File: config.mk
export PLATFORM = sky130hd
export DESIGN_NAME = mfe_fifo
export DESIGN_NICKNAME = d
export VERILOG_FILES = /design/src/hdl/metaball_field_evaluator_macros.svh /design/src/hdl/mfe_pkg.sv /design/src/hdl/mfe_fifo.sv
export SDC_FILE = /design/constraint.sdc
export NUM_CORES = 1
export LEC_CHECK = 0
export BUFFER_PORTS_ARGS = -buffer_cell sky130_fd_sc_hd__buf_2
export CORE_ASPECT_RATIO = 1.5
export CORE_MARGIN = 8
export CORE_UTILIZATION = 30
export DETAILED_ROUTE_END_ITERATION = 8
export PLACE_DENSITY = 0.61
export REMOVE_ABC_BUFFERS = 1
export SYNTH_ARGS = -nofsm -noshare
export SYNTH_HDL_FRONTEND = slang
export SYNTH_SLANG_ARGS = --single-unit
export TNS_END_PERCENT = 10
File: constraint.sdc
create_clock -name clk_i -period 10.9 [get_ports clk_i]
set_clock_uncertainty 0.2 [all_clocks]
set_input_delay 0.545 -clock clk_i [delete_from_list [all_inputs] [get_ports clk_i]]
set_output_delay 0.545 -clock clk_i [all_outputs]
set_load 0.03 [all_outputs]
File: src/hdl/metaball_field_evaluator_macros.svh
// Assertion macros for the metaball field evaluator.
// Expects clk_i and rst_ni in the including module.
`ifndef METABALL_FIELD_EVALUATOR_MACROS_SVH
`define METABALL_FIELD_EVALUATOR_MACROS_SVH

// Same-cycle implication.
`define MFE_ASSERT_NOW(lbl, ante, cons, msg) \
  lbl: assert property (@(posedge clk_i) disable iff (!rst_ni) (ante) |-> (cons)) \
    else $error(msg);

// Next-cycle implication.
`define MFE_ASSERT_NEXT(lbl, ante, cons, msg) \
  lbl: assert property (@(posedge clk_i) disable iff (!rst_ni) (ante) |=> (cons)) \
    else $error(msg);

`endif

File: src/hdl/mfe_pkg.sv
// Shared types and constants of the metaball field evaluator.
// No dependencies.
package mfe_pkg;

  localparam int MAX_BLOBS = 64;
  localparam int FRAC_BITS = 16;
  localparam int IDX_W     = $clog2(MAX_BLOBS);
  localparam int CNT_W     = $clog2(MAX_BLOBS + 1);

  localparam logic [16:0] ONE_FX     = 17'h1_0000;
  localparam logic [18:0] REACH_BASE = 19'(((12 << FRAC_BITS) + 5) / 10);
  localparam logic [18:0] SMOOTH_MAX = 19'(4 << FRAC_BITS);
  localparam logic [47:0] INV_NUM    = 48'hFFFF_FFFF_FFFF;
  localparam logic [47:0] ISO_NUM    = 48'h0001_0000_0000;

  typedef enum logic [1:0] {
    KIND_CLEAR = 2'd0,
    KIND_ADD   = 2'd1,
    KIND_QUERY = 2'd2,
    KIND_NONE  = 2'd3
  } kind_e;

  typedef enum logic [1:0] {
    ST_OK    = 2'd0,
    ST_FULL  = 2'd1,
    ST_EMPTY = 2'd2
  } status_e;

  typedef enum logic [3:0] {
    BS_IDLE,
    BS_ADD_MUL,
    BS_ADD_SQ,
    BS_ADD_DIV,
    BS_ADD_WAIT,
    BS_QRY_WALK,
    BS_QRY_DRAIN,
    BS_ISO_SQ,
    BS_ISO_CUBE,
    BS_RESULT
  } back_state_e;

  typedef struct packed {
    kind_e              kind;
    logic signed [31:0] x;
    logic signed [31:0] y;
    logic signed [31:0] z;
    logic [30:0]        radius;
    logic signed [31:0] strength;
  } op_t;

  typedef struct packed {
    logic signed [31:0] x;
    logic signed [31:0] y;
    logic signed [31:0] z;
    logic [51:0]        r2;
    logic [47:0]        inv;
    logic signed [31:0] strength;
  } blob_t;

endpackage

File: src/hdl/mfe_fifo.sv
// Two-entry queue of decoded operations between front and back.
// Depends on mfe_pkg.
module mfe_fifo (
  input  logic          clk_i,
  input  logic          rst_ni,
  input  logic          push_i,
  input  mfe_pkg::op_t  push_op_i,
  output logic          push_ready_o,
  input  logic          pop_i,
  output mfe_pkg::op_t  pop_op_o,
  output logic          pop_valid_o
);
  import mfe_pkg::*;

  op_t        slot_q [2];
  logic       wr_ptr_q, rd_ptr_q;
  logic [1:0] cnt_q;
  logic       do_push, do_pop;

  assign push_ready_o = (cnt_q != 2'd2);
  assign pop_valid_o  = (cnt_q != 2'd0);
  assign pop_op_o     = slot_q[rd_ptr_q];
  assign do_push      = push_i && push_ready_o;
  assign do_pop       = pop_i && pop_valid_o;

  always_ff @(posedge clk_i or negedge rst_ni) begin
    if (!rst_ni) begin
      wr_ptr_q <= 1'b0;
      rd_ptr_q <= 1'b0;
      cnt_q    <= 2'd0;
    end else begin
      if (do_push) wr_ptr_q <= ~wr_ptr_q;
      if (do_pop)  rd_ptr_q <= ~rd_ptr_q;
      cnt_q <= cnt_q + {1'b0, do_push} - {1'b0, do_pop};
    end
  end

  always_ff @(posedge clk_i) begin
    if (do_push) slot_q[wr_ptr_q] <= push_op_i;
  end

endmodule

==> impl_metrics.env <==
export IMPL_gp_congestion=0.756
export IMPL_h_tree_depth=2
export IMPL_cp_slowest_stage_delay_ps=1110
export IMPL_nets=1125
export IMPL_hpwl_mm=19.5
export IMPL_final_common_cell="buf_2"
export IMPL_die_width_um=180
export IMPL_finish_utilization_pct=40.9
export IMPL_end_kind="output pin"
export IMPL_setup_viol=0
export IMPL_seq_area_frac_synth_pct=80.5
export IMPL_cts_tree="built"
export IMPL_post_drt_wl_per_cell_um=19.3
export IMPL_synthCells=518
export IMPL_die_y_um=262
export IMPL_synth_top_area_share_pct=79.7
export IMPL_synthTopCellsByArea="edfxtp_1 80%, mux2_4 9.9%, mux2_2 7.5%"
export IMPL_grt_pass1_wl_mm=42.3
export IMPL_hold_viol=0
export IMPL_wl_mm=28.9
export IMPL_ir_drop_mv=0.246
export IMPL_initial_utilization_pct=30.3
export IMPL_core_area_um2=40100
export IMPL_drv_cap=0
export IMPL_cp_slowest_cell="dfrtp_4"
export IMPL_postRouteAntennaNets=0
export IMPL_syn_area_per_cell_um2=23.4
export IMPL_preCtsSetupSlack_ps=7440
export IMPL_yosys_warnings=0
export IMPL_drv_slew=0
export IMPL_antenna_found_initial=7
export IMPL_fin_crit_ps=3900
export IMPL_tightest_slew_ps=1080
export IMPL_drt_pass1_iter_count=4
export IMPL_cts_sink_count=326
export IMPL_drc=0
export IMPL_switchingPower_mw=1.65
export IMPL_setup_slack_ps=7000
export IMPL_max_freq_ghz=0.256
export IMPL_switching_share_pct=35.0
export IMPL_synth_top_area_cell="edfxtp_1"
export IMPL_grt_max_degree=72
export IMPL_final_cell_mix="327 x buf_2, 322 x edfxtp_1, 89 x dlygate4sd3_1"
export IMPL_worstSetupPathType="register to output pin"
export IMPL_ys_ff_latch=326
export IMPL_dp_cells=1339
export IMPL_power_density_nw_per_um2=289
export IMPL_critPathLaunchType="register"
export IMPL_cts_setup_buffers=0
export IMPL_vias_per_cell=4.29
export IMPL_p_clk_share_pct=25.4
export IMPL_multi_input_area_um2=2220
export IMPL_clk_pin_slew_ps=60
export IMPL_fin_tns_setup_ps=0
export IMPL_dieArea_um2=47300
export IMPL_p_int_mw=3.07
export IMPL_p_leak_nw=6.30
export IMPL_grt_overflow=0
export IMPL_cts_buffer_depth=3
export IMPL_numCtsBuffers=34
export IMPL_total_power_mw=4.73
export IMPL_period_share_pct=35.8
export IMPL_layout_cells_non_filler=1493
export IMPL_status="finished, final reports clean"
export IMPL_clock_latency_ps=500
export IMPL_area_delta_synth_final_pct=35.0
export IMPL_grt_pass1_vias=7109
export IMPL_pwr_share_seq_pct=38.9
export IMPL_num_rows=90
export IMPL_crit_chain="buf_4, mux2_2, buf_2"
export IMPL_ff_latch_area_um2=9770
export IMPL_layout_drive_gt1_share_pct=55.7
export IMPL_syn_cell_area_um2=12100
export IMPL_port_buffers=327
export IMPL_rsz0062_at_grt="no"
export IMPL_root_buffer="clkbuf_16"
export IMPL_cp_max_fo=66
export IMPL_io_pins=328
export IMPL_slew_headroom_pct=27.9
export IMPL_fill_cells=3651
export IMPL_grtUsageTotal_pct=11.7
export IMPL_synth_cell_types=16
export IMPL_arrival_ps=3160
export IMPL_initialDrtViolationCount=289
export IMPL_comb_power_share_pct=35.8
export IMPL_num_vias=6407
export IMPL_cp_required_ps=10160
export IMPL_hold_path_class="input port to register"
-- registers in the layout (all words and copies together), names as in the netlist --
name,count
cnt_q,2
slot_q,322
rd_ptr_q,1
wr_ptr_q,1
-- worst paths after layout --
| path | start | end | slack (ps) | depth (start not counted) |
|---|---|---|---|---|
| setup / recovery | rd_ptr_q$_DFFE_PN0P_ | pop_op_o[41] | 7000 | 3 |
| hold / removal | push_op_i[157] | slot_q[1][157]$_DFFE_PP_ | 30 | 1 |
| setup reg to reg | cnt_q[1]$_DFF_PN0_ | slot_q[0][16]$_DFFE_PP_ | 7850 | 4 |
| hold reg to reg | cnt_q[0]$_DFF_PN0_ | cnt_q[0]$_DFF_PN0_ | 330 | 1 |
| max in group asynchronous | rst_ni | rd_ptr_q$_DFFE_PN0P_ | 10170 | 2 |
| min in group asynchronous | rst_ni | cnt_q[1]$_DFF_PN0_ | 190 | 2 |
-- synth_stat cells --
cell,count
xnor2_1,3
dfrtp_1,4
inv_1,1
xor2_1,1
nand2_1,1
edfxtp_1,322
or2_2,1
nand2b_1,1
ha_1,2
buf_6,10
mux2_4,80
nor2_1,1
buf_2,8
and2_1,1
and3_1,1
mux2_2,81
-- routing by layer --
metal	track usage, %	part of all wire [%]	up-vias
met1	10.9	35	3200
li1	-	-	2955
met4	6.36	4.2	0
met3	2.75	4.6	54
met2	22.9	57	198
met5	0	0	-
-- worst max-delay path: cells and delay by family, from the launching register on --
family	cells	cell delay, ps
buf+inv	2	1040
flops	1	1110
mux	1	410
-- power by group through the flow --
stage | registers, mW | clock network [mW] | logic [mW]
after global routing | 1.86 | 1.28 | 1.78
final | 1.84 | 1.20 | 1.69
after detailed placement | 1.87 | 0 | 1.70
after CTS | 1.84 | 1.24 | 1.73
after global placement | 1.86 | 0 | 1.69
after floorplan | 1.95 | 0 | 1.25
-- cell families (layout without fill, tap and decap cells) --
family	after synthesis	in the layout	share of synthesized area, %
flops	326	326	80.5
xor+xnor	4	4	0.289
mux	161	161	17.4
simple gates	6	6	0.268
other cells	0	6	0
fa+ha+maj	2	2	0.206
buf+inv	19	482	1.29
-- area by class of cell --
class / count / area share [%]
diodes: 6 / 0.0917
inverters: 1 / 0.0229
clock inverters: 14 / 1.26
repair buffers: 422 / 15.7
multi-input cells: 173 / 13.5
clock buffers: 45 / 5.84
flip-flops and latches: 326 / 59.7
well taps: 506 / 3.87
-- what timing repair did --
item,in CTS,in global routing
hold buffers,89,0
endpoints found under the hold margin,176,0
gates resized for setup,0,0
setup endpoints to repair,0,0
-- stage by stage --
| step | area (um2) | hold slack (ps) |
|---|---|---|
| 2_1_floorplan | 12000 | 49.4 |
| 4_1_cts | 16400 | 0.0817 |
| 5_1_grt | 16400 | 2.91 |
| 3_3_place_gp | 14300 | 161 |
| 3_5_place_dp | 14300 | 163 |
| 6_report | 16400 | 33.8 |
Power figures use the tool's default switching activity.
