### config.mk
export PLATFORM = sky130hd
export DESIGN_NAME = mfe_front
export DESIGN_NICKNAME = d
export VERILOG_FILES = /design/src/hdl/metaball_field_evaluator_macros.svh /design/src/hdl/mfe_pkg.sv /design/src/hdl/mfe_front.sv
export SDC_FILE = /design/constraint.sdc
export NUM_CORES = 1
export LEC_CHECK = 0
export BUFFER_PORTS_ARGS = -buffer_cell sky130_fd_sc_hd__buf_2
export CAP_MARGIN = 10
export CORE_MARGIN = 10
export CORE_UTILIZATION = 40
export DETAILED_ROUTE_END_ITERATION = 8
export MAX_ROUTING_LAYER = met4
export PLACE_DENSITY = 0.77
export SLEW_MARGIN = 40
export SYNTH_ARGS = -nofsm -noshare
export SYNTH_HDL_FRONTEND = slang
export SYNTH_SLANG_ARGS = --single-unit
### constraint.sdc
create_clock -name clk_i -period 5.15 [get_ports clk_i]
set_input_delay 0.7725 -clock clk_i [delete_from_list [all_inputs] [get_ports clk_i]]
set_output_delay 0.7725 -clock clk_i [all_outputs]
set_load 0.005 [all_outputs]
### src/hdl/metaball_field_evaluator_macros.svh
// Assertion macros for the metaball field evaluator.
// Expects clk_i and rst_ni in the including module.
`ifndef METABALL_FIELD_EVALUATOR_MACROS_SVH
`define METABALL_FIELD_EVALUATOR_MACROS_SVH

// Same-cycle implication.
`define MFE_ASSERT_NOW(lbl, ante, cons, msg) \
  lbl: assert property (@(posedge clk_i) disable iff (!rst_ni) (ante) |-> (cons)) \
    else $error(msg);

// Next-cycle implication.
`define MFE_ASSERT_NEXT(lbl, ante, cons, msg) \
  lbl: assert property (@(posedge clk_i) disable iff (!rst_ni) (ante) |=> (cons)) \
    else $error(msg);

`endif

### src/hdl/mfe_pkg.sv
// Shared types and constants of the metaball field evaluator.
// No dependencies.
package mfe_pkg;

  localparam int MAX_BLOBS = 64;
  localparam int FRAC_BITS = 16;
  localparam int IDX_W     = $clog2(MAX_BLOBS);
  localparam int CNT_W     = $clog2(MAX_BLOBS + 1);

  localparam logic [16:0] ONE_FX     = 17'h1_0000;
  localparam logic [18:0] REACH_BASE = 19'(((12 << FRAC_BITS) + 5) / 10);
  localparam logic [18:0] SMOOTH_MAX = 19'(4 << FRAC_BITS);
  localparam logic [47:0] INV_NUM    = 48'hFFFF_FFFF_FFFF;
  localparam logic [47:0] ISO_NUM    = 48'h0001_0000_0000;

  typedef enum logic [1:0] {
    KIND_CLEAR = 2'd0,
    KIND_ADD   = 2'd1,
    KIND_QUERY = 2'd2,
    KIND_NONE  = 2'd3
  } kind_e;

  typedef enum logic [1:0] {
    ST_OK    = 2'd0,
    ST_FULL  = 2'd1,
    ST_EMPTY = 2'd2
  } status_e;

  typedef enum logic [3:0] {
    BS_IDLE,
    BS_ADD_MUL,
    BS_ADD_SQ,
    BS_ADD_DIV,
    BS_ADD_WAIT,
    BS_QRY_WALK,
    BS_QRY_DRAIN,
    BS_ISO_SQ,
    BS_ISO_CUBE,
    BS_RESULT
  } back_state_e;

  typedef struct packed {
    kind_e              kind;
    logic signed [31:0] x;
    logic signed [31:0] y;
    logic signed [31:0] z;
    logic [30:0]        radius;
    logic signed [31:0] strength;
  } op_t;

  typedef struct packed {
    logic signed [31:0] x;
    logic signed [31:0] y;
    logic signed [31:0] z;
    logic [51:0]        r2;
    logic [47:0]        inv;
    logic signed [31:0] strength;
  } blob_t;

endpackage

### src/hdl/mfe_front.sv
// Input stage: accepts stream items, classifies the kind and clamps the radius.
// Depends on mfe_pkg.
module mfe_front (
  input  logic          clk_i,
  input  logic          rst_ni,
  input  logic          s_axis_tvalid,
  output logic          s_axis_tready,
  input  logic [159:0]  s_axis_tdata,
  input  logic [1:0]    s_axis_tuser,
  output logic          push_o,
  output mfe_pkg::op_t  push_op_o,
  input  logic          push_ready_i
);
  import mfe_pkg::*;

  logic valid_q;
  op_t  op_q, op_d;
  logic accept;

  assign s_axis_tready = !valid_q || push_ready_i;
  assign accept        = s_axis_tvalid && s_axis_tready;
  assign push_o        = valid_q;
  assign push_op_o     = op_q;

  always_comb begin
    op_d.kind     = kind_e'(s_axis_tuser);
    op_d.x        = s_axis_tdata[31:0];
    op_d.y        = s_axis_tdata[63:32];
    op_d.z        = s_axis_tdata[95:64];
    op_d.radius   = (s_axis_tdata[126:96] == 31'd0) ? 31'd1 : s_axis_tdata[126:96];
    op_d.strength = s_axis_tdata[158:127];
  end

  always_ff @(posedge clk_i or negedge rst_ni) begin
    if (!rst_ni) begin
      valid_q <= 1'b0;
    end else if (accept) begin
      valid_q <= 1'b1;
    end else if (push_ready_i) begin
      valid_q <= 1'b0;
    end
  end

  always_ff @(posedge clk_i) begin
    if (accept) op_q <= op_d;
  end

endmodule

==> results of run 1 <==
path summary, 6_finish.rpt:
| path | from | end | slack [ns] | depth (start not counted) |
|---|---|---|---|---|
| worst max-delay path | push_ready_i | s_axis_tready | 3.21 | 3 |
| worst min-delay path | rst_ni | push_o | 0.12 | 1 |
| worst max register to register | push_o | push_op_o[11] | 3.45 | 3 |
| worst min register to register | push_o | push_o | 0.54 | 2 |
| max in group asynchronous | rst_ni | push_o | 4.95 | 1 |
| min in group clk_i | s_axis_tdata[35] | push_op_o[98] | 0.53 | 1 |
cell type report:
cell class / count / area (um^2) / share of cell area
well taps: 172 / 215 / 0.0289
clock inverters: 15 / 160 / 0.0215
diodes: 2 / 5.00 / 0.000673
repair buffers: 329 / 1680 / 0.225
clock buffers: 17 / 425 / 0.0572
multi-input cells: 14 / 96.3 / 0.0130
flip-flops and latches: 162 / 4860 / 0.653
metal layers:
layer | routed length, um | up-vias
met5 | 0 | -
met4 | 290 | 0
met3 | 1360 | 19
met2 | 8000 | 209
met1 | 5330 | 1528
li1 | - | 1429
sequential cells by signal, indices dropped and copies added, names as in the netlist:
name / cells
push_o: 1
push_op_o: 161
cell usage in the layout, fill, tap and decap left out:
master / count
inv_8: 2
clkinv_4: 2
clkinvlp_4: 6
nand4_1: 2
clkinv_2: 3
dfrtp_1: 1
nor4_1: 6
nand2b_1: 2
nor3_1: 1
buf_2: 327
diode_2: 2
edfxtp_1: 161
clkbuf_16: 17
bufinv_16: 2
o21bai_1: 1
and2_4: 1
nor4_2: 1
buf_12: 2
metrics by stage:
| stage | total power (W) | worst slack, ns | util |
|---|---|---|---|
| 2_1_floorplan | 0.00163 | 1.79 | - |
| 3_3_place_gp | 0.00177 | 2.63 | 0.545 |
| 3_5_place_dp | 0.00178 | 2.53 | 0.545 |
| 4_1_cts | 0.00300 | 2.96 | 0.592 |
| 5_1_grt | 0.00308 | 3.19 | 0.594 |
| 6_report | 0.00297 | 3.21 | 0.594 |
power by group through the flow:
stage                     Sequential (W)  Clock [W]  Combinational, W
after CTS                        0.00156    0.00125          0.000196
after detailed placement         0.00158          0          0.000196
after global placement           0.00158          0          0.000188
final                            0.00156    0.00122          0.000193
after global routing             0.00156    0.00131          0.000211
after floorplan                  0.00160          0         0.0000325
worst reg2reg max path, stage by stage (launching register included):
cell and delay (ns):
dfrtp_1 0.37, nand2b_1 0.11, and2_4 0.34, buf_12 0.47
cell families after synthesis:
kind of cell           count (synthesis)
DFF                                  162
buffers and inverters                 30
and+or+nand+nor                       13
AOI/OAI and AO/OA                      1
==> impl_metrics.prom, run 1 <==
# TYPE chip_impl_metric gauge
chip_impl_info{name="run_status",value="complete, no violations"} 1
chip_impl_metric{name="synthesis.yosys.warnings",unit=""} 0
chip_impl_metric{name="grt_pass1_vias",unit=""} 3551
chip_impl_metric{name="muxShareOfSynthArea",unit=""} 0
chip_impl_metric{name="cell_internal_pwr",unit="W"} 0.00235
chip_impl_info{name="synth_top_flop_cell",value="edfxtp_1"} 1
chip_impl_info{name="rsz0062_at_grt",value="no"} 1
chip_impl_info{name="synth_top_cells_by_count",value="edfxtp_1 (161), clkbuf_1 (30), nor4_1 (6)"} 1
chip_impl_info{name="worstSetupEndpointType",value="output port"} 1
chip_impl_metric{name="crit_path_max_fanout",unit=""} 3
chip_impl_metric{name="detail_route.drc_violations",unit=""} 0
chip_impl_info{name="critPathSlowestCell",value="nand2b_1"} 1
chip_impl_info{name="largest_family_of_logic_cells_by_synthesized_area",value="buffers and inverters"} 1
chip_impl_metric{name="post_dp_cell_area",unit="um^2"} 6830
chip_impl_metric{name="number_of_gates_resized_after_cts",unit=""} 0
chip_impl_metric{name="cts_hold_buf",unit=""} 0
chip_impl_metric{name="filler_cell_count",unit=""} 982
chip_impl_metric{name="critPathMaxStageDelay",unit="ns"} 0.16
chip_impl_metric{name="worst_ir_drop_on_vdd",unit="mV"} 0.256
chip_impl_metric{name="switching_share",unit=""} 0.209
chip_impl_metric{name="required",unit="ns"} 4.38
chip_impl_metric{name="netlist_area",unit="um^2"} 5070
chip_impl_metric{name="hold_viol",unit=""} 0
chip_impl_metric{name="totalNegativeSetupSlack",unit="ns"} 0
chip_impl_metric{name="power.switching",unit="W"} 0.000622
chip_impl_metric{name="top_level_ports",unit=""} 329
chip_impl_metric{name="grt_start_max_net_pins",unit=""} 101
chip_impl_metric{name="clk_pin_slew",unit="ns"} 0.06
chip_impl_metric{name="worst_skew_pair_latency",unit="ns"} 0.41
chip_impl_metric{name="worst_slew_pin_slew",unit="ns"} 0.517
chip_impl_metric{name="number_of_flops_mapped_to_enable_cells_by_yosys",unit=""} 161
chip_impl_metric{name="cts-buffers-inserted",unit=""} 17
chip_impl_metric{name="synth_largest_type_area_fraction",unit=""} 0.954
chip_impl_metric{name="cell_count_after_synthesis",unit=""} 206
chip_impl_metric{name="routed_wire_length_per_instance",unit="um"} 21.1
chip_impl_info{name="min-delay-path-class",value="primary input to async pin"} 1
chip_impl_metric{name="finalWorstPathRequiredPeriod",unit="ns"} 1.94
chip_impl_metric{name="drt_wl_total",unit="um"} 15000
chip_impl_metric{name="start_util",unit=""} 0.405
chip_impl_metric{name="hold_slack",unit="ns"} 0.121
chip_impl_metric{name="clock-sinks",unit=""} 162
chip_impl_metric{name="clock_h_tree_levels",unit=""} 4
chip_impl_metric{name="cts_buffer_depth",unit=""} 2
chip_impl_info{name="critPathLaunchType",value="primary input"} 1
chip_impl_metric{name="total_leakage_power",unit="nW"} 3.13
chip_impl_metric{name="design.core.area",unit="um^2"} 12500
chip_impl_info{name="crit_family",value="buffers and inverters"} 1
chip_impl_metric{name="yosys.cell_types.count",unit=""} 10
chip_impl_metric{name="synth_xor_area_frac",unit=""} 0
chip_impl_metric{name="final_min_period_over_clock_period",unit=""} 0.376
chip_impl_metric{name="post-cts-setup-buffer-count",unit=""} 0
chip_impl_metric{name="crit_buf_inv",unit=""} 2
chip_impl_metric{name="drive_gt1_frac",unit=""} 0.676
chip_impl_info{name="criticalPathCategory",value="primary input to output port"} 1
chip_impl_metric{name="seq_power_share",unit=""} 0.524
chip_impl_metric{name="dr_total_vias",unit=""} 3185
chip_impl_metric{name="grt_antenna_before_repair",unit=""} 2
chip_impl_metric{name="final.setup_skew",unit="ns"} 0.00492
chip_impl_metric{name="synth-seq-cells",unit=""} 162
chip_impl_metric{name="synthArstFlopShare",unit=""} 0.00617
chip_impl_metric{name="final_net_count",unit=""} 690
chip_impl_metric{name="groute.layer.met1.usage",unit=""} 0.173
chip_impl_metric{name="share_clk_of_total_power",unit=""} 0.411
chip_impl_metric{name="synth_compound_gate_area_share",unit=""} 0.00148
chip_impl_metric{name="max_clock_freq",unit="GHz"} 0.516
chip_impl_metric{name="fin_cells",unit=""} 711
chip_impl_metric{name="p_per_area",unit="nW/um^2"} 399
chip_impl_info{name="largest_area_contributor_in_the_netlist",value="edfxtp_1"} 1
chip_impl_info{name="cts-root-buf",value="clkbuf_16"} 1
chip_impl_metric{name="globalRoute.totalOverflow",unit=""} 0
chip_impl_metric{name="die_area",unit="um^2"} 17600
chip_impl_metric{name="place_inst",unit=""} 676
chip_impl_metric{name="timing.final.setup_violations",unit=""} 0
chip_impl_metric{name="synth_sequential_area_ratio",unit=""} 0.959
chip_impl_metric{name="grtUsageMet2",unit=""} 0.294
chip_impl_metric{name="met3_routing_resource_usage_after_global_routing",unit=""} 0.0640
chip_impl_metric{name="drt_first_pass_iters",unit=""} 4
chip_impl_metric{name="groute.usage.overall",unit=""} 0.171
chip_impl_info{name="most_frequent_cell_after_synthesis",value="edfxtp_1"} 1
chip_impl_metric{name="synth_simple_gate_area_share",unit=""} 0.0170
chip_impl_metric{name="timing.critical_path.arrival",unit="ns"} 1.16
chip_impl_metric{name="final_non_filler_cell_area",unit="um^2"} 7440
chip_impl_info{name="ys_top_cells_by_area",value="edfxtp_1 (95%), clkbuf_1 (2.2%), nor4_1 (0.74%), dfrtp_1 (0.49%), nand2b_1 (0.25%)"} 1
chip_impl_metric{name="drv_slew",unit=""} 0
chip_impl_metric{name="synthesis.nets",unit=""} 372
chip_impl_metric{name="synth_fa_ha_area_frac",unit=""} 0
chip_impl_metric{name="avgSynthCellArea",unit="um^2"} 24.6
chip_impl_metric{name="share_comb_of_total_power",unit=""} 0.065
chip_impl_info{name="crit_chain",value="buf_2, nand2b_1, buf_2"} 1
chip_impl_metric{name="finalWeightedCongestion",unit=""} 0.793
chip_impl_info{name="gr-max-usage-layer",value="met2"} 1
chip_impl_info{name="path_common_cell",value="buf_2"} 1
chip_impl_metric{name="die_w",unit="um"} 133
chip_impl_metric{name="grt_first_pass_wirelength",unit="um"} 21700
chip_impl_metric{name="viasPerCell",unit=""} 4.48
chip_impl_metric{name="maxCapViolations",unit=""} 0
chip_impl_metric{name="ant_nets",unit=""} 0
chip_impl_metric{name="dr.first_iter.drc_count",unit=""} 187
chip_impl_metric{name="die_h",unit="um"} 133
chip_impl_metric{name="syn_to_final_growth",unit="%"} 46.8
chip_impl_metric{name="slew_headroom",unit=""} 0.655
chip_impl_metric{name="number_of_core_rows",unit=""} 41
chip_impl_metric{name="port_buffers",unit=""} 327
chip_impl_info{name="tritoncts_clock_tree",value="yes"} 1
No activity file was read; power rests on OpenSTA's default activity.
==> run 2: changes to the inputs <==
- CORE_UTILIZATION: 40 -> 38
- PLACE_DENSITY: 0.77 -> 0.76
- clock period: 5.15 -> 1.7 ns (I/O delays scaled with it)
==> run 2 against run 1 <==
  * Non-clock buffer count grew 89
  * Clock power increased to 3.0 times the previous value
  * Register-to-register slack lost 3.2 ns
  * Largest power group unchanged
  * First-iteration DRC count down 14%
  * Flip-flop and latch count unchanged
  * Power rose to 3.1 times the previous value
  * Global-route usage grew 0.39 points
==> impl_metrics.prom, run 2 (synthesis results as in run 1) <==
# TYPE chip_impl_metric gauge
chip_impl_metric{name="switching_share",unit=""} 0.200
chip_impl_metric{name="worst_ir_drop_on_vdd",unit="mV"} 0.788
chip_impl_metric{name="grt_first_pass_wirelength",unit="um"} 23000
chip_impl_metric{name="critPathMaxStageDelay",unit="ns"} 0.38
chip_impl_metric{name="groute.usage.overall",unit=""} 0.175
chip_impl_metric{name="number_of_gates_resized_after_cts",unit=""} 0
chip_impl_metric{name="multi_input_area",unit="um^2"} 96.3
chip_impl_metric{name="finalWorstPathRequiredPeriod",unit="ns"} 1.46
chip_impl_info{name="min-delay-path-class",value="primary input to register"} 1
chip_impl_metric{name="globalRoute.totalOverflow",unit=""} 0
chip_impl_metric{name="maxCapViolations",unit=""} 0
chip_impl_info{name="worstSetupEndpointType",value="register"} 1
chip_impl_metric{name="post-layout-total-power",unit="W"} 0.00919
chip_impl_info{name="critPathSlowestCell",value="dfrtp_1"} 1
chip_impl_metric{name="place.detailed.hpwl",unit="um"} 12100
chip_impl_metric{name="clock-sinks",unit=""} 162
chip_impl_info{name="min_from",value="s_axis_tdata[7]"} 1
chip_impl_info{name="critPathLaunchType",value="register"} 1
chip_impl_metric{name="filler_cell_count",unit=""} 948
chip_impl_metric{name="fin_cells",unit=""} 800
chip_impl_metric{name="max_clock_freq",unit="GHz"} 0.687
chip_impl_metric{name="routed_wire_length_per_instance",unit="um"} 20.2
chip_impl_metric{name="final_net_count",unit=""} 779
chip_impl_metric{name="place_inst",unit=""} 688
chip_impl_metric{name="largest_register_ff_count",unit=""} 161
chip_impl_metric{name="worst_skew_pair_latency",unit="ns"} 0.42
chip_impl_metric{name="viasPerCell",unit=""} 4.42
chip_impl_metric{name="drive_gt1_frac",unit=""} 0.585
chip_impl_metric{name="crit_path_max_fanout",unit=""} 44
chip_impl_metric{name="die_h",unit="um"} 135
chip_impl_metric{name="design.core.area",unit="um^2"} 13100
chip_impl_metric{name="regArea",unit="um^2"} 4860
chip_impl_metric{name="final_min_period_over_clock_period",unit=""} 0.857
chip_impl_info{name="tritoncts_clock_tree",value="yes"} 1
chip_impl_metric{name="setup.reg_to_reg.worst_slack",unit="ns"} 0.24
chip_impl_info{name="layout_commonest_cell",value="buf_2"} 1
chip_impl_metric{name="p_per_area",unit="nW/um^2"} 1110
chip_impl_metric{name="worst_slew_pin_slew",unit="ns"} 0.332
chip_impl_metric{name="top_level_ports",unit=""} 329
chip_impl_metric{name="final.setup_skew",unit="ns"} 0.00999
chip_impl_metric{name="dr.first_iter.drc_count",unit=""} 161
chip_impl_metric{name="antenna_cells",unit=""} 0
chip_impl_metric{name="dr_total_vias",unit=""} 3539
chip_impl_metric{name="die_w",unit="um"} 135
chip_impl_metric{name="hold_slack",unit="ns"} 0.0192
chip_impl_metric{name="cts_buffer_depth",unit=""} 2
chip_impl_metric{name="drv_slew",unit=""} 0
chip_impl_metric{name="cts-buffers-inserted",unit=""} 17
chip_impl_metric{name="timing.critical_path.arrival",unit="ns"} 1.55
chip_impl_metric{name="finalWeightedCongestion",unit=""} 0.890
chip_impl_metric{name="drt_wl_total",unit="um"} 16200
chip_impl_info{name="layout_common_cells",value="buf_2 (327), edfxtp_1 (161), dlygate4sd3_1 (82)"} 1
chip_impl_metric{name="share_clk_of_total_power",unit=""} 0.404
chip_impl_metric{name="required",unit="ns"} 1.80
chip_impl_metric{name="drt_first_pass_iters",unit=""} 4
chip_impl_metric{name="total_leakage_power",unit="nW"} 3.52
chip_impl_metric{name="start_util",unit=""} 0.386
chip_impl_metric{name="timing.final.setup_violations",unit=""} 0
chip_impl_metric{name="post-place-ws",unit="ns"} 0.258
chip_impl_metric{name="clock_h_tree_levels",unit=""} 4
chip_impl_info{name="run_status",value="complete, no violations"} 1
chip_impl_info{name="rsz0062_at_grt",value="no"} 1
chip_impl_metric{name="die_area",unit="um^2"} 18400
chip_impl_metric{name="worst_hold_depth",unit=""} 1
chip_impl_metric{name="detail_route.drc_violations",unit=""} 0
chip_impl_metric{name="grt_start_max_net_pins",unit=""} 45
chip_impl_metric{name="number_of_core_rows",unit=""} 42
chip_impl_metric{name="seq_power_share",unit=""} 0.513
chip_impl_metric{name="post-cts-setup-buffer-count",unit=""} 0
chip_impl_metric{name="syn_to_final_growth",unit="%"} 64.0
chip_impl_info{name="criticalPathCategory",value="register to register"} 1
chip_impl_info{name="timing.hold.worst_endpoint",value="push_op_o[134]"} 1
chip_impl_metric{name="slew_headroom",unit=""} 0.777
chip_impl_metric{name="share_comb_of_total_power",unit=""} 0.083
chip_impl_metric{name="power.switching",unit="W"} 0.00183
chip_impl_metric{name="hold_viol",unit=""} 0
chip_impl_metric{name="port_buffers",unit=""} 327
chip_impl_metric{name="grt_pass1_vias",unit=""} 3974
chip_impl_metric{name="clk_pin_slew",unit="ns"} 0.06
chip_impl_metric{name="setup_ws",unit="ns"} 0.243
chip_impl_info{name="crit-reg2reg-capture",value="push_op_o[93]"} 1
chip_impl_info{name="crit_chain",value="nand2b_1, and2_4, buf_12"} 1
chip_impl_metric{name="ant_nets",unit=""} 0
chip_impl_metric{name="grt_antenna_before_repair",unit=""} 0
chip_impl_metric{name="worstRegToRegCells",unit=""} 3
chip_impl_info{name="regToRegStartpoint",value="push_o"} 1
chip_impl_metric{name="cell_internal_pwr",unit="W"} 0.00735
chip_impl_info{name="cts-root-buf",value="clkbuf_16"} 1
chip_impl_metric{name="totalNegativeSetupSlack",unit="ns"} 0
run 2: cell types whose count changed in the layout (fill, tap and decap cells not counted), sizes merged, moves of 2 or more:
cell / before / now
diode: 2 / 0
dlygate4sd3: 0 / 82
buf: 329 / 336
clkinvlp: 6 / 2
run 2: routing by layer:
metal  track usage  up-vias  share of wire
li1              -     1605              -
met1         0.173     1695           0.35
met2         0.303      219           0.54
met3        0.0734       20          0.099
met4        0.0586        0          0.016
met5             -        -              0
run 2: repair_timing:
action	4_1_cts	5_1_grt
hold buffers	71	11
endpoints found under the hold margin	71	11
endpoints found under the setup margin	0	0
run 2: worst max-delay path: cells and delay by family, from the launching register on:
| family | cells | cell delay, ns |
|---|---|---|
| buffers and inverters | 1 | 0.28 |
| AND/OR/NAND/NOR | 2 | 0.44 |
| flip-flops | 1 | 0.38 |
run 2: per-stage QoR:
stage	instance area, um^2	util
2_1_floorplan	5070	-
4_1_cts	8200	0.624
6_report	8310	0.632
5_1_grt	8310	0.632
3_5_place_dp	6920	0.527
3_3_place_gp	6920	0.527
run 2: power groups by stage:
stage | combinational, W | clock, W | sequential (W)
2_1_floorplan | 0.0000999 | 0 | 0.00484
3_3_place_gp | 0.000594 | 0 | 0.00479
3_5_place_dp | 0.000618 | 0 | 0.00480
4_1_cts | 0.000752 | 0.00380 | 0.00471
5_1_grt | 0.000831 | 0.00397 | 0.00473
6_report | 0.000763 | 0.00371 | 0.00471
run 2: worst max path at each step:
stage,start,endpoint,slack [ns],cells past startpoint
after global routing,push_o,push_op_o[34],0.15,3
final,push_o,push_op_o[93],0.24,3
after CTS,push_o,push_op_o[150],0.24,3
after detailed placement,push_o,push_op_o[6],0.26,3
after floorplan,push_o,push_op_o[0],-0.40,2
after global placement,push_o,push_op_o[38],0.28,3
run 2: cell type report:
type,count,area share
sequential,162,0.585
timing repair buffer,418,0.308
clock buffer,18,0.0516
tap,176,0.0265
clock inverter,12,0.0170
multi-input combinational,14,0.0116
==> run 3: changes to the inputs <==
- CORE_ASPECT_RATIO: default -> 0.9
- HOLD_SLACK_MARGIN: default -> 0.02
- SKIP_CTS_REPAIR_TIMING: default -> 1
==> run 3 against run 2 <==
  * Maximum frequency shrank 3.8%
  * Global-route usage decreased by 1.4 points
  * Worst hold slack gained 0.012 ns
  * Utilization rose by 5.3 points
  * Setup slack got worse by 0.057 ns
  * Sequential share of layout area shrank 3.5 points
  * Largest cell class unchanged
  * Highest routed layer unchanged
==> impl_metrics.prom, run 3 (synthesis results as in run 1) <==
# TYPE chip_impl_metric gauge
chip_impl_metric{name="die_h",unit="um"} 130
chip_impl_metric{name="maxCapViolations",unit=""} 0
chip_impl_metric{name="design.core.area",unit="um^2"} 12900
chip_impl_metric{name="port_buffers",unit=""} 327
chip_impl_metric{name="detail_route.drc_violations",unit=""} 0
chip_impl_info{name="critPathLaunchType",value="primary input"} 1
chip_impl_metric{name="grt_antenna_before_repair",unit=""} 6
chip_impl_metric{name="clk_pin_slew",unit="ns"} 0.05
chip_impl_metric{name="number_of_core_rows",unit=""} 39
chip_impl_info{name="min-delay-path-class",value="primary input to register"} 1
chip_impl_metric{name="post-layout-total-power",unit="W"} 0.00939
chip_impl_info{name="critPathLaunch",value="s_axis_tdata[118]"} 1
chip_impl_info{name="criticalPathCategory",value="primary input to register"} 1
chip_impl_metric{name="total_leakage_power",unit="nW"} 3.73
chip_impl_info{name="min_from",value="s_axis_tdata[78]"} 1
chip_impl_metric{name="dr_total_vias",unit=""} 3770
chip_impl_metric{name="required",unit="ns"} 1.95
chip_impl_metric{name="viasPerCell",unit=""} 4.47
chip_impl_metric{name="grt_first_pass_wirelength",unit="um"} 20900
chip_impl_metric{name="place.detailed.hpwl",unit="um"} 12500
chip_impl_metric{name="final.setup_skew",unit="ns"} 0.00700
chip_impl_metric{name="finalWorstPathRequiredPeriod",unit="ns"} 1.51
chip_impl_metric{name="grt_pass1_vias",unit=""} 3465
chip_impl_metric{name="totalNegativeSetupSlack",unit="ns"} 0
chip_impl_metric{name="worst_slew_pin_slew",unit="ns"} 0.531
chip_impl_metric{name="clock_h_tree_levels",unit=""} 4
chip_impl_info{name="layout_commonest_cell",value="buf_2"} 1
chip_impl_metric{name="top_level_ports",unit=""} 329
chip_impl_metric{name="start_util",unit=""} 0.393
chip_impl_metric{name="cts-buffers-inserted",unit=""} 17
chip_impl_metric{name="worst_ir_drop_on_vdd",unit="mV"} 1.27
chip_impl_metric{name="drt_first_pass_iters",unit=""} 7
chip_impl_metric{name="p_per_area",unit="nW/um^2"} 1060
chip_impl_metric{name="clock-sinks",unit=""} 162
chip_impl_metric{name="dr.first_iter.drc_count",unit=""} 251
chip_impl_metric{name="slew_headroom",unit=""} 0.643
chip_impl_metric{name="worst_skew_pair_latency",unit="ns"} 0.41
chip_impl_metric{name="die_w",unit="um"} 142
chip_impl_metric{name="cts_buffer_depth",unit=""} 2
chip_impl_metric{name="finalWeightedCongestion",unit=""} 0.761
chip_impl_metric{name="worst_hold_depth",unit=""} 1
chip_impl_metric{name="hold_slack",unit="ns"} 0.0311
chip_impl_info{name="worstSetupEndpointType",value="register"} 1
chip_impl_metric{name="drive_gt1_frac",unit=""} 0.529
chip_impl_metric{name="largest_register_ff_count",unit=""} 161
chip_impl_info{name="layout_common_cells",value="buf_2 (327), edfxtp_1 (161), dlygate4sd3_1 (137)"} 1
chip_impl_info{name="run_status",value="complete, no violations"} 1
chip_impl_metric{name="timing.final.setup_violations",unit=""} 0
chip_impl_info{name="tritoncts_clock_tree",value="yes"} 1
chip_impl_metric{name="die_area",unit="um^2"} 18400
chip_impl_metric{name="drv_slew",unit=""} 0
chip_impl_metric{name="final_util",unit=""} 0.686
chip_impl_metric{name="ant_nets",unit=""} 0
chip_impl_info{name="regToRegStartpoint",value="push_o"} 1
chip_impl_metric{name="globalRoute.totalOverflow",unit=""} 0
chip_impl_metric{name="hold_viol",unit=""} 0
chip_impl_metric{name="final_net_count",unit=""} 830
chip_impl_metric{name="drt_wl_total",unit="um"} 18400
chip_impl_metric{name="grt_start_max_net_pins",unit=""} 45
chip_impl_metric{name="routed_wire_length_per_instance",unit="um"} 21.8
chip_impl_metric{name="worstRegToRegCells",unit=""} 3
chip_impl_info{name="cts-root-buf",value="clkbuf_16"} 1
chip_impl_metric{name="syn_to_final_growth",unit="%"} 74.4
chip_impl_metric{name="crit_path_max_fanout",unit=""} 2
chip_impl_metric{name="final_min_period_over_clock_period",unit=""} 0.890
chip_impl_metric{name="groute.usage.overall",unit=""} 0.161
chip_impl_info{name="rsz0062_at_grt",value="no"} 1
chip_impl_metric{name="timing.critical_path.arrival",unit="ns"} 1.76
chip_impl_metric{name="max_clock_freq",unit="GHz"} 0.661
run 3: cell count changes in the layout (fill, tap and decap cells not counted):
cell | previous run | this run
clkbuf_1 | 1 | 3
buf_4 | 6 | 2
clkinv_1 | 2 | 3
diode_2 | 0 | 6
clkinvlp_4 | 2 | 1
clkinv_2 | 4 | 0
dlygate4sd3_1 | 82 | 137
bufinv_16 | 3 | 4
inv_6 | 1 | 0
run 3: metal layers:
metal,wire length (um),vias to the layer above,GRT usage
met5,0,-,-
met4,328,0,0.0685
met3,1830,25,0.0785
met2,9850,225,0.264
met1,6360,1814,0.160
li1,-,1706,-
run 3: power by group:
part / internal (W) / switching [W]
combinational: 0.000496 / 0.000373
clock: 0.00241 / 0.00139
sequential: 0.00466 / 0.0000606
total: 0.00757 / 0.00182
run 3: worst paths after layout:
path	end	slack (ns)
worst max-delay path	push_op_o[32]	0.19
worst min-delay path	push_op_o[77]	0.03
worst max register to register	push_op_o[78]	0.24
worst min register to register	push_o	0.58
max in group asynchronous	push_o	1.47
min in group asynchronous	push_o	0.15
run 3: worst max-delay path: stages:
cell and delay [ns]:
dlygate4sd3_1 0.54, buf_2 0.13, nor4_1 0.42, nand4_1 0.23, o21bai_1 0.19
run 3: per-stage QoR:
stage	instance area, um^2	setup WS [ns]	cells
floorplan	5070	-0.402	206
global route	8830	0.0935	843
global placement	6870	0.320	672
CTS	7450	0.255	700
detailed placement	6870	0.283	672
finish	8830	0.187	843
run 3: final cells by class:
class | count | area, um^2
Sequential cell | 162 | 4860
Fill cell | 828 | 4050
Timing Repair Buffer | 469 | 3080
Clock buffer | 20 | 437
Tap cell | 164 | 205
Clock inverter | 8 | 139
Multi-Input combinational cell | 14 | 96.3
Antenna cell | 6 | 15.0
